## config.mk

```make
export PLATFORM = sky130hd
export DESIGN_NAME = energy_gate_voice_segmenter_unit
export DESIGN_NICKNAME = d
export VERILOG_FILES = /design/src/rtl/egvs_pkg.sv /design/src/rtl/energy_gate_voice_segmenter_unit.sv
export SDC_FILE = /design/constraint.sdc
export NUM_CORES = 2
export LEC_CHECK = 0
export BUFFER_PORTS_ARGS = -buffer_cell sky130_fd_sc_hd__buf_4
export CORE_MARGIN = 1.5
export CORE_UTILIZATION = 43
export CTS_CLUSTER_DIAMETER = 80
export DETAILED_ROUTE_END_ITERATION = 8
export SYNTH_ARGS = -nofsm -noshare
export SYNTH_HDL_FRONTEND = slang
export SYNTH_SLANG_ARGS = --single-unit
```

## constraint.sdc

```tcl
create_clock -name clk -period 17.9 [get_ports clk]
set_input_delay 1.79 -clock clk [delete_from_list [all_inputs] [get_ports clk]]
set_output_delay 1.79 -clock clk [all_outputs]
set_load 0.05 [all_outputs]
```

## src/rtl/egvs_pkg.sv

```systemverilog
`default_nettype none

package egvs_pkg;

    // Field and register widths
    localparam int SAMPLE_W   = 16;
    localparam int MAG_W      = 16;
    localparam int SQ_W       = 2 * MAG_W;
    localparam int FLEN_W     = 13;
    localparam int THR_W      = 16;
    localparam int SIL_W      = 10;
    localparam int MAXF_W     = 12;
    localparam int COOLF_W    = 10;
    localparam int CAP_W      = 20;
    localparam int CFG_IDX_W  = 3;
    localparam int CFG_DATA_W = 20;
    localparam int RMS_W      = 16;
    localparam int EVENT_W    = 2;

    // Datapath widths: sum of squares, divide/root work word, shared subtractor
    localparam int SUM_W      = 43;
    localparam int WORK_W     = SUM_W + 1;
    localparam int ROOT_W     = WORK_W / 2;
    localparam int REM_W      = ROOT_W + 1;
    localparam int SUB_W      = REM_W + 2;
    localparam int COOL_W     = COOLF_W + FLEN_W;
    localparam int DIV_STEPS  = SUM_W;
    localparam int ROOT_STEPS = ROOT_W;
    localparam int CNT_W      = $clog2(DIV_STEPS);

    localparam logic [RMS_W-1:0] RMS_SAT = 16'hFFFF;

    // Parameter defaults
    localparam int MAX_FRAME_LEN_DEF      = 4096;
    localparam int MAX_BUFFER_SAMPLES_DEF = 1048576;

    // Register reset values
    localparam logic [FLEN_W-1:0]  FRAME_LEN_RST       = 13'd661;
    localparam logic [THR_W-1:0]   RMS_THRESHOLD_RST   = 16'd80;
    localparam logic [SIL_W-1:0]   SILENCE_FRAMES_RST  = 10'd30;
    localparam logic [MAXF_W-1:0]  MAX_FRAMES_RST      = 12'd200;
    localparam logic [COOLF_W-1:0] COOLDOWN_FRAMES_RST = 10'd50;
    localparam logic [CAP_W-1:0]   BUFFER_CAPACITY_RST = 20'd132300;

    // Register indexes
    typedef enum logic [CFG_IDX_W-1:0] {
        REG_FRAME_LEN       = 3'd0,
        REG_RMS_THRESHOLD   = 3'd1,
        REG_SILENCE_FRAMES  = 3'd2,
        REG_MAX_FRAMES      = 3'd3,
        REG_COOLDOWN_FRAMES = 3'd4,
        REG_BUFFER_CAPACITY = 3'd5
    } reg_idx_t;

    // Frame events
    typedef enum logic [EVENT_W-1:0] {
        EV_NONE        = 2'd0,
        EV_START       = 2'd1,
        EV_END_SILENCE = 2'd2,
        EV_END_LENGTH  = 2'd3
    } event_t;

    // Sequencer states
    typedef enum logic [4:0] {
        ST_IDLE   = 5'b00001,
        ST_ACC    = 5'b00010,
        ST_DIV    = 5'b00100,
        ST_ROOT   = 5'b01000,
        ST_DECIDE = 5'b10000
    } state_t;

endpackage

`default_nettype wire

```

## src/rtl/energy_gate_voice_segmenter_unit.sv

```systemverilog
`default_nettype none

// Channel  Direction  Handshake            Payload
// in       input      in_valid / in_stall  sample
// out      output     out_valid/ out_stall frame_rms, event_res, frame_kept,
//                                          active, utterance_samples
// cfg      input      cfg_wr_en            cfg_index, cfg_data
//
// A sample in cooldown only counts the cooldown down; others are squared and summed.
// A sample that closes a frame adds 43 divide steps and 22 root steps on the one
// shared subtractor, then a decision that waits while out_stall blocks the output.
// The output register holds a word until it is taken; new samples are taken meanwhile.
// Reset clears control state, not payload registers, and loads the register defaults.

module energy_gate_voice_segmenter_unit #(
    parameter int MAX_FRAME_LEN      = egvs_pkg::MAX_FRAME_LEN_DEF,
    parameter int MAX_BUFFER_SAMPLES = egvs_pkg::MAX_BUFFER_SAMPLES_DEF
) (
    input  wire logic                             clk,
    input  wire logic                             rst_n,
    // sample channel
    input  wire logic                             in_valid,
    output logic                                  in_stall,
    input  wire logic signed [egvs_pkg::SAMPLE_W-1:0] sample,
    // frame result channel
    output logic                                  out_valid,
    input  wire logic                             out_stall,
    output logic [egvs_pkg::RMS_W-1:0]            frame_rms,
    output logic [egvs_pkg::EVENT_W-1:0]          event_res,
    output logic                                  frame_kept,
    output logic                                  active,
    output logic [egvs_pkg::CAP_W-1:0]            utterance_samples,
    // register writes
    input  wire logic                             cfg_wr_en,
    input  wire logic [egvs_pkg::CFG_IDX_W-1:0]   cfg_index,
    input  wire logic [egvs_pkg::CFG_DATA_W-1:0]  cfg_data
);

    import egvs_pkg::*;

    // Configuration registers
    logic [FLEN_W-1:0]  frame_len_reg;
    logic [THR_W-1:0]   rms_threshold_reg;
    logic [SIL_W-1:0]   silence_frames_reg;
    logic [MAXF_W-1:0]  max_frames_reg;
    logic [COOLF_W-1:0] cooldown_frames_reg;
    logic [CAP_W-1:0]   buffer_capacity_reg;

    // Sequencer and datapath
    state_t             state_reg, state_next;
    logic [MAG_W-1:0]   mag_reg, mag_next;
    logic [SUM_W-1:0]   sum_reg, sum_next;
    logic [FLEN_W-1:0]  pos_reg, pos_next;
    logic [WORK_W-1:0]  work_reg, work_next;
    logic [REM_W-1:0]   rem_reg, rem_next;
    logic [ROOT_W-1:0]  root_reg, root_next;
    logic [CNT_W-1:0]   cnt_reg, cnt_next;

    // Utterance state
    logic               in_utt_reg, in_utt_next;
    logic [SIL_W-1:0]   quiet_reg, quiet_next;
    logic [MAXF_W-1:0]  utt_frames_reg, utt_frames_next;
    logic [CAP_W-1:0]   stored_reg, stored_next;
    logic [COOL_W-1:0]  cool_reg, cool_next;

    // Output register
    logic               out_valid_reg, out_valid_next;
    logic [RMS_W-1:0]   rms_out_reg, rms_out_next;
    logic [EVENT_W-1:0] event_out_reg, event_out_next;
    logic               kept_out_reg, kept_out_next;
    logic               active_out_reg, active_out_next;
    logic [CAP_W-1:0]   count_out_reg, count_out_next;

    // Effective frame length and store capacity
    logic [FLEN_W-1:0]  eff_len;
    logic [CAP_W-1:0]   cap;

    always_comb
    begin
        if (frame_len_reg == '0)
            eff_len = FLEN_W'(1);
        else if (32'(frame_len_reg) > 32'(MAX_FRAME_LEN))
            eff_len = FLEN_W'(MAX_FRAME_LEN);
        else
            eff_len = frame_len_reg;

        if (32'(buffer_capacity_reg) > 32'(MAX_BUFFER_SAMPLES))
            cap = CAP_W'(MAX_BUFFER_SAMPLES);
        else
            cap = buffer_capacity_reg;
    end

    // Shared subtract/compare unit: restoring divide step or root step
    logic [SUB_W-1:0]   sub_a, sub_b;
    logic [SUB_W:0]     sub_diff;
    logic               sub_ge;

    always_comb
    begin
        case (state_reg)
            ST_DIV:
            begin
                sub_a = SUB_W'({rem_reg[FLEN_W-1:0], work_reg[SUM_W-1]});
                sub_b = SUB_W'(eff_len);
            end
            default:
            begin
                sub_a = {rem_reg, work_reg[WORK_W-1 -: 2]};
                sub_b = {1'b0, root_reg, 2'b01};
            end
        endcase
        sub_diff = {1'b0, sub_a} - {1'b0, sub_b};
        sub_ge   = ~sub_diff[SUB_W];
    end

    // Accumulate path
    logic [SQ_W-1:0]    square;
    logic [SUM_W-1:0]   sum_inc;
    logic [FLEN_W-1:0]  pos_inc;

    assign square  = mag_reg * mag_reg;
    assign sum_inc = sum_reg + SUM_W'(square);
    assign pos_inc = pos_reg + FLEN_W'(1);

    // Frame decision path
    logic [RMS_W-1:0]   rms_sat;
    logic               voice, starting, open_n, fits, len_limit, silent, ending;
    logic [CAP_W-1:0]   stored_base, stored_upd;
    logic [MAXF_W-1:0]  frames_upd;
    logic [SIL_W-1:0]   quiet_upd;
    logic [CAP_W:0]     stored_sum;
    logic               out_blocked;

    always_comb
    begin
        rms_sat     = (root_reg[ROOT_W-1:RMS_W] != '0) ? RMS_SAT : root_reg[RMS_W-1:0];
        voice       = rms_sat >= rms_threshold_reg;
        starting    = voice && !in_utt_reg;
        open_n      = voice || in_utt_reg;
        stored_base = starting ? '0 : stored_reg;
        stored_sum  = {1'b0, stored_base} + (CAP_W + 1)'(eff_len);
        fits        = open_n && (stored_sum <= {1'b0, cap});
        stored_upd  = fits ? stored_sum[CAP_W-1:0] : stored_base;
        frames_upd  = starting ? MAXF_W'(1)
                    : (open_n ? utt_frames_reg + MAXF_W'(1) : utt_frames_reg);
        if (voice)
            quiet_upd = '0;
        else if (in_utt_reg)
            quiet_upd = quiet_reg + SIL_W'(1);
        else
            quiet_upd = quiet_reg;
        len_limit   = frames_upd >= max_frames_reg;
        silent      = quiet_upd >= silence_frames_reg;
        ending      = open_n && (len_limit || silent);
        out_blocked = out_valid_reg && out_stall;
    end

    // Sequencer
    always_comb
    begin
        state_next      = state_reg;
        mag_next        = mag_reg;
        sum_next        = sum_reg;
        pos_next        = pos_reg;
        work_next       = work_reg;
        rem_next        = rem_reg;
        root_next       = root_reg;
        cnt_next        = cnt_reg;
        in_utt_next     = in_utt_reg;
        quiet_next      = quiet_reg;
        utt_frames_next = utt_frames_reg;
        stored_next     = stored_reg;
        cool_next       = cool_reg;
        out_valid_next  = out_blocked;
        rms_out_next    = rms_out_reg;
        event_out_next  = event_out_reg;
        kept_out_next   = kept_out_reg;
        active_out_next = active_out_reg;
        count_out_next  = count_out_reg;

        case (state_reg)
            ST_IDLE:
            begin
                if (in_valid)
                begin
                    if (cool_reg != '0)
                        cool_next = cool_reg - COOL_W'(1);
                    else
                    begin
                        mag_next   = sample[SAMPLE_W-1] ? (~sample + MAG_W'(1)) : sample;
                        state_next = ST_ACC;
                    end
                end
            end

            ST_ACC:
            begin
                if (pos_inc >= eff_len)
                begin
                    // frame complete: start the divide on the finished sum
                    work_next  = {1'b0, sum_inc};
                    rem_next   = '0;
                    cnt_next   = CNT_W'(DIV_STEPS - 1);
                    sum_next   = '0;
                    pos_next   = '0;
                    state_next = ST_DIV;
                end
                else
                begin
                    sum_next   = sum_inc;
                    pos_next   = pos_inc;
                    state_next = ST_IDLE;
                end
            end

            ST_DIV:
            begin
                // one quotient bit per cycle, shifted in behind the dividend
                work_next = {1'b0, work_reg[SUM_W-2:0], sub_ge};
                rem_next  = REM_W'(sub_ge ? sub_diff[FLEN_W-1:0] : sub_a[FLEN_W-1:0]);
                cnt_next  = cnt_reg - CNT_W'(1);
                if (cnt_reg == '0)
                begin
                    rem_next   = '0;
                    root_next  = '0;
                    cnt_next   = CNT_W'(ROOT_STEPS - 1);
                    state_next = ST_ROOT;
                end
            end

            ST_ROOT:
            begin
                // one root bit per cycle from the top two quotient bits
                work_next = {work_reg[WORK_W-3:0], 2'b00};
                rem_next  = sub_ge ? sub_diff[REM_W-1:0] : sub_a[REM_W-1:0];
                root_next = {root_reg[ROOT_W-2:0], sub_ge};
                cnt_next  = cnt_reg - CNT_W'(1);
                if (cnt_reg == '0)
                    state_next = ST_DECIDE;
            end

            ST_DECIDE:
            begin
                if (!out_blocked)
                begin
                    rms_out_next   = rms_sat;
                    kept_out_next  = fits;
                    count_out_next = stored_upd;
                    out_valid_next = 1'b1;
                    if (ending)
                    begin
                        event_out_next  = len_limit ? EV_END_LENGTH : EV_END_SILENCE;
                        active_out_next = 1'b0;
                        in_utt_next     = 1'b0;
                        stored_next     = '0;
                        utt_frames_next = '0;
                        quiet_next      = '0;
                        cool_next       = COOL_W'(cooldown_frames_reg) * COOL_W'(eff_len);
                    end
                    else
                    begin
                        event_out_next  = starting ? EV_START : EV_NONE;
                        active_out_next = open_n;
                        in_utt_next     = open_n;
                        stored_next     = stored_upd;
                        utt_frames_next = frames_upd;
                        quiet_next      = quiet_upd;
                    end
                    state_next = ST_IDLE;
                end
            end

            default:
            begin
                state_next = ST_IDLE;
            end
        endcase
    end

    // State registers
    always_ff @(posedge clk or negedge rst_n)
    begin
        if (!rst_n)
        begin
            state_reg      <= ST_IDLE;
            sum_reg        <= '0;
            pos_reg        <= '0;
            cnt_reg        <= '0;
            in_utt_reg     <= 1'b0;
            quiet_reg      <= '0;
            utt_frames_reg <= '0;
            stored_reg     <= '0;
            cool_reg       <= '0;
            out_valid_reg  <= 1'b0;
        end
        else
        begin
            state_reg      <= state_next;
            sum_reg        <= sum_next;
            pos_reg        <= pos_next;
            cnt_reg        <= cnt_next;
            in_utt_reg     <= in_utt_next;
            quiet_reg      <= quiet_next;
            utt_frames_reg <= utt_frames_next;
            stored_reg     <= stored_next;
            cool_reg       <= cool_next;
            out_valid_reg  <= out_valid_next;
        end
    end

    // Payload registers
    always_ff @(posedge clk)
    begin
        mag_reg        <= mag_next;
        work_reg       <= work_next;
        rem_reg        <= rem_next;
        root_reg       <= root_next;
        rms_out_reg    <= rms_out_next;
        event_out_reg  <= event_out_next;
        kept_out_reg   <= kept_out_next;
        active_out_reg <= active_out_next;
        count_out_reg  <= count_out_next;
    end

    // Configuration writes
    always_ff @(posedge clk or negedge rst_n)
    begin
        if (!rst_n)
        begin
            frame_len_reg       <= FRAME_LEN_RST;
            rms_threshold_reg   <= RMS_THRESHOLD_RST;
            silence_frames_reg  <= SILENCE_FRAMES_RST;
            max_frames_reg      <= MAX_FRAMES_RST;
            cooldown_frames_reg <= COOLDOWN_FRAMES_RST;
            buffer_capacity_reg <= BUFFER_CAPACITY_RST;
        end
        else if (cfg_wr_en)
        begin
            case (cfg_index)
                REG_FRAME_LEN:       frame_len_reg       <= cfg_data[FLEN_W-1:0];
                REG_RMS_THRESHOLD:   rms_threshold_reg   <= cfg_data[THR_W-1:0];
                REG_SILENCE_FRAMES:  silence_frames_reg  <= cfg_data[SIL_W-1:0];
                REG_MAX_FRAMES:      max_frames_reg      <= cfg_data[MAXF_W-1:0];
                REG_COOLDOWN_FRAMES: cooldown_frames_reg <= cfg_data[COOLF_W-1:0];
                REG_BUFFER_CAPACITY: buffer_capacity_reg <= cfg_data[CAP_W-1:0];
                default:             ;
            endcase
        end
    end

    // Ports
    assign in_stall          = (state_reg != ST_IDLE);
    assign out_valid         = out_valid_reg;
    assign frame_rms         = rms_out_reg;
    assign event_res         = event_out_reg;
    assign frame_kept        = kept_out_reg;
    assign active            = active_out_reg;
    assign utterance_samples = count_out_reg;

endmodule

`default_nettype wire
```

==> flow_results.org <==
** Worst setup path
- Type of element capturing the critical path :: register
- For the worst setup path, the data required time is ~18 ns.
- In this run the worst path has a maximum fanout of 23.
- Worst path bufs/invs :: 2
- Master of the slowest instance on the critical path :: sky130_fd_sc_hd__and3b_1
- Crit-path max cell delay :: 0.68 ns
- Category of cells accounting for the largest share of critical-path delay :: simple AND/OR/NAND/NOR gates
- The critical path in this run is classified as register to register.
- The worst setup path is launched from a register.
- Worst endpoint data arrival time :: 8.91 ns

** CTS
- The clock passes through at most 3 buffers.
- Number of buffers added to fix hold violations after cts :: 0
- Clk pin slew, worst setup/hold paths :: 0.06 ns
- TritonCTS built the clock tree.
- # Post-CTS Setup Buffers :: 0
- Gates resized, CTS repair :: 0
- Cts bufs inserted :: 46
- Htree depth :: 2
- Insertion delay of the later-clocked pin in the worst-skew pair :: 0.60 ns
- Clock tree synthesis found a total of 360 sinks.
- Cell at the root of the clock tree :: sky130_fd_sc_hd__clkbuf_16

** Global route
- GRT Overall Usage :: around 21%
- The initial antenna violation count came to 0.
- The first global-routing pass estimated about 130,000 um of wire.
- The via count of the first global-routing pass is 24,300.
- Global routing finished with a remaining overflow of 0.
- Entering global routing, the biggest net connects 102 pins.

** Pwr
- Worst vdd ir :: about 0.000085 V
- Pwr dens :: approximately 87 nW/um^2
- Summed over all cells, the static leakage comes to 16.3 nW.

** Synth
- Sequential cells were found to cover between 30 and 40% of the synthesized design area.
- In the synthesized netlist the dominant register cell turns out to be sky130_fd_sc_hd__dfrtp_1.
- Combined area of all synthesized cells :: 32,300 um^2
- Syn_area_per_cell :: between 9 and 10 um^2
- Number of distinct library cells after synthesis :: 78
- Syn Inst Count :: 3,446
- Counting flops and latches in the post-synthesis netlist gives 360.
- Cell with the most instances after synthesis :: sky130_fd_sc_hd__inv_1
- Net Count, Synth :: between 4,000 and 5,000
- The Yosys step of the flow raised 0 warnings.
- Counting flops with an async set or reset pin after synthesis yields a share of between 50 and 60%.
- Top-area cell type share of the netlist area :: 17.5%
- Yosys mapped a number of flops with a built-in enable equal to 145.
- By area the synthesized netlist is led by sky130_fd_sc_hd__fa_1, sky130_fd_sc_hd__dfrtp_1, sky130_fd_sc_hd__edfxtp_1.
- Synth area leader :: sky130_fd_sc_hd__fa_1
- In the synthesized netlist, the cells that appear most often are sky130_fd_sc_hd__inv_1, sky130_fd_sc_hd__nand2_1, sky130_fd_sc_hd__fa_1, sky130_fd_sc_hd__ha_1, sky130_fd_sc_hd__o21ai_0.

** STA
- Final number of max-transition violations :: 0
- Setup repair after global routing left no endpoint under its margin.
- The routed design could run at a clock period as short as 8.39 ns.
- For the pin with the worst max-slew slack, the measured transition is 1.05 ns.
- Setup violations remaining at the end of the flow were counted as 0.
- Of the available clock period, the critical path in the final layout requires 46.8%.
- For this run, the top clock speed supported by timing is 119 MHz.
- For the final database, setup skew stands at 0.0291 ns.
- The number of failing hold endpoints at the final stage was 0.
- In the post-route analysis, the smallest setup slack over all paths is 9.51 ns.
- Headroom to the max-slew limit came out at a little under 30%.
- Adding up every negative setup slack in the final design gives 0 ns.
- Hold is met by between 0.4 and 0.5 ns.

** Route
- Routed Antenna Nets :: 0
- Vias per inst :: 5.32
- Via count :: 23,900
- WL per Instance :: 17.4 um
- Total wire length after detailed routing :: 78,300 um
- Detailed-router iteration count before antenna repair :: 7
- After detailed routing, the number of remaining DRC violations is 0.
- For this block, the initial DRC count from the detailed router was between 1,000 and 1,500.

** Run
- Across the run, the number of max-cap violations was 0.

** Place
- The HPWL after detailed placement is 58,000 um.
- Routability Congestion :: approximately 0.85
- Number of buffer cells added on primary ports :: 85
- Pre-CTS setup slack :: 9.58 ns

** Cells and area
- Registers take around 10000 um^2.
- Summing all multi-input logic gate instances after layout gives 20,300 um^2.
- Number of nets in the layout :: 4,090
- Area overhead of the layout relative to synthesis :: 10.0%
- Share of the core filled with cells :: 47.8%
- Share of final-layout standard cells stronger than drive strength 1 :: 9.60%
- The register with the most flip-flops in the layout has 44 of them.
- Count of filler cells inserted in the layout :: slightly above 7,000

** Die
- IO Pins :: 86
- Std-Cell Rows :: 100
- The die covers between 70,000 and 80,000 um^2.
- Core box area :: 74,400 um^2
- Y dimension of the die :: 277 um
- Initial Utilization :: 43.4%
- The die is 277 um wide.

** Run status
- The run finished with clean final reports.

** Min path
- The worst hold path belongs to the class register to register.
## worst min-delay path: cells and delay by family, from the launching register on
kind,cells,cell delay [ns]
AO/OA/AOI/OAI,1,0.05
AND/OR/NAND/NOR,1,0.05
flip-flops,1,0.34
## final timing paths
kind                       slack (ns)                       start                    endpoint  depth (start not counted)
min                              0.48      sum_reg[5]$_DFFE_PN0P_      sum_reg[5]$_DFFE_PN0P_                          2
min reg2reg                      0.48      sum_reg[5]$_DFFE_PN0P_      sum_reg[5]$_DFFE_PN0P_                          2
min in group asynchronous        1.22                       rst_n      cnt_reg[1]$_DFFE_PN0P_                          1
max in group asynchronous       14.57                       rst_n  stored_reg[18]$_DFFE_PN0P_                          3
max                              9.51  root_reg[16]$_SDFFCE_PN0P_  stored_reg[17]$_DFFE_PN0P_                         30
max reg2reg                      9.51  root_reg[16]$_SDFFCE_PN0P_  stored_reg[17]$_DFFE_PN0P_                         30
## cells in the final DEF (no fill, tap or decap), types with 41 or more instances in the layout
master and n:
sky130_fd_sc_hd__inv_1 486, sky130_fd_sc_hd__nand2_1 444, sky130_fd_sc_hd__fa_1 283, sky130_fd_sc_hd__ha_1 278, sky130_fd_sc_hd__o21ai_0 214, sky130_fd_sc_hd__dfrtp_1 191, sky130_fd_sc_hd__nor2_1 162, sky130_fd_sc_hd__and2_1 146
sky130_fd_sc_hd__edfxtp_1 145, sky130_fd_sc_hd__a21oi_1 127, sky130_fd_sc_hd__buf_4 127, sky130_fd_sc_hd__xnor2_1 70, sky130_fd_sc_hd__mux2_2 70, sky130_fd_sc_hd__xor2_1 63, sky130_fd_sc_hd__nand3_1 53, sky130_fd_sc_hd__nor3_1 51
sky130_fd_sc_hd__clkbuf_16 46, sky130_fd_sc_hd__a22oi_1 41
## where the power goes
part / total (mW) / switching (mW) / leakage [nW] / internal (mW)
Sequential: 0.972 / 0.0522 / 3.92 / 0.919
Combinational: 1.18 / 0.675 / 11.6 / 0.505
Clock: 0.934 / 0.390 / 0.736 / 0.544
## stage by stage
step | instances | power, mW | cell area (um^2)
final | 4492 | 3.09 | 35600
after global routing | 4491 | 3.33 | 35600
after CTS | 4490 | 3.13 | 35600
after detailed placement | 4405 | 2.17 | 34100
after global placement | 4405 | 2.16 | 34100
after floorplan | 3446 | 1.88 | 32300
## cells by family (layout without fill, tap and decap cells)
kind of cell / count (synthesis) / in the layout / synth area share [%]
AND/OR/NAND/NOR: 1039 / 1039 / 15.3
AO/OA/AOI/OAI: 638 / 638 / 12.3
buffers and inverters: 627 / 703 / 7.31
adder cells (fa/ha/maj): 561 / 561 / 28.3
flip-flops: 360 / 360 / 30.2
XOR/XNOR: 133 / 133 / 3.60
multiplexers: 88 / 88 / 2.99
other: 0 / 1 / 0
## metal layers
layer	vias up	global-route usage [%]	wire, um
li1	11600	-	-
met1	11700	29.1	36500
met2	494	33.9	36400
met3	93	2.80	3790
met4	0	4.66	1530
met5	-	0	0
## area by class of cell
type | instances | share of cell area, %
Multi-Input combinational cell | 2459 | 57.0
Sequential cell | 360 | 27.4
Inverter | 489 | 5.16
Clock buffer | 63 | 3.55
Tap cell | 969 | 3.41
Timing Repair Buffer | 129 | 2.75
Clock inverter | 22 | 0.675
Antenna cell | 1 | 0.00703
No activity file was read; power rests on OpenSTA's default activity.
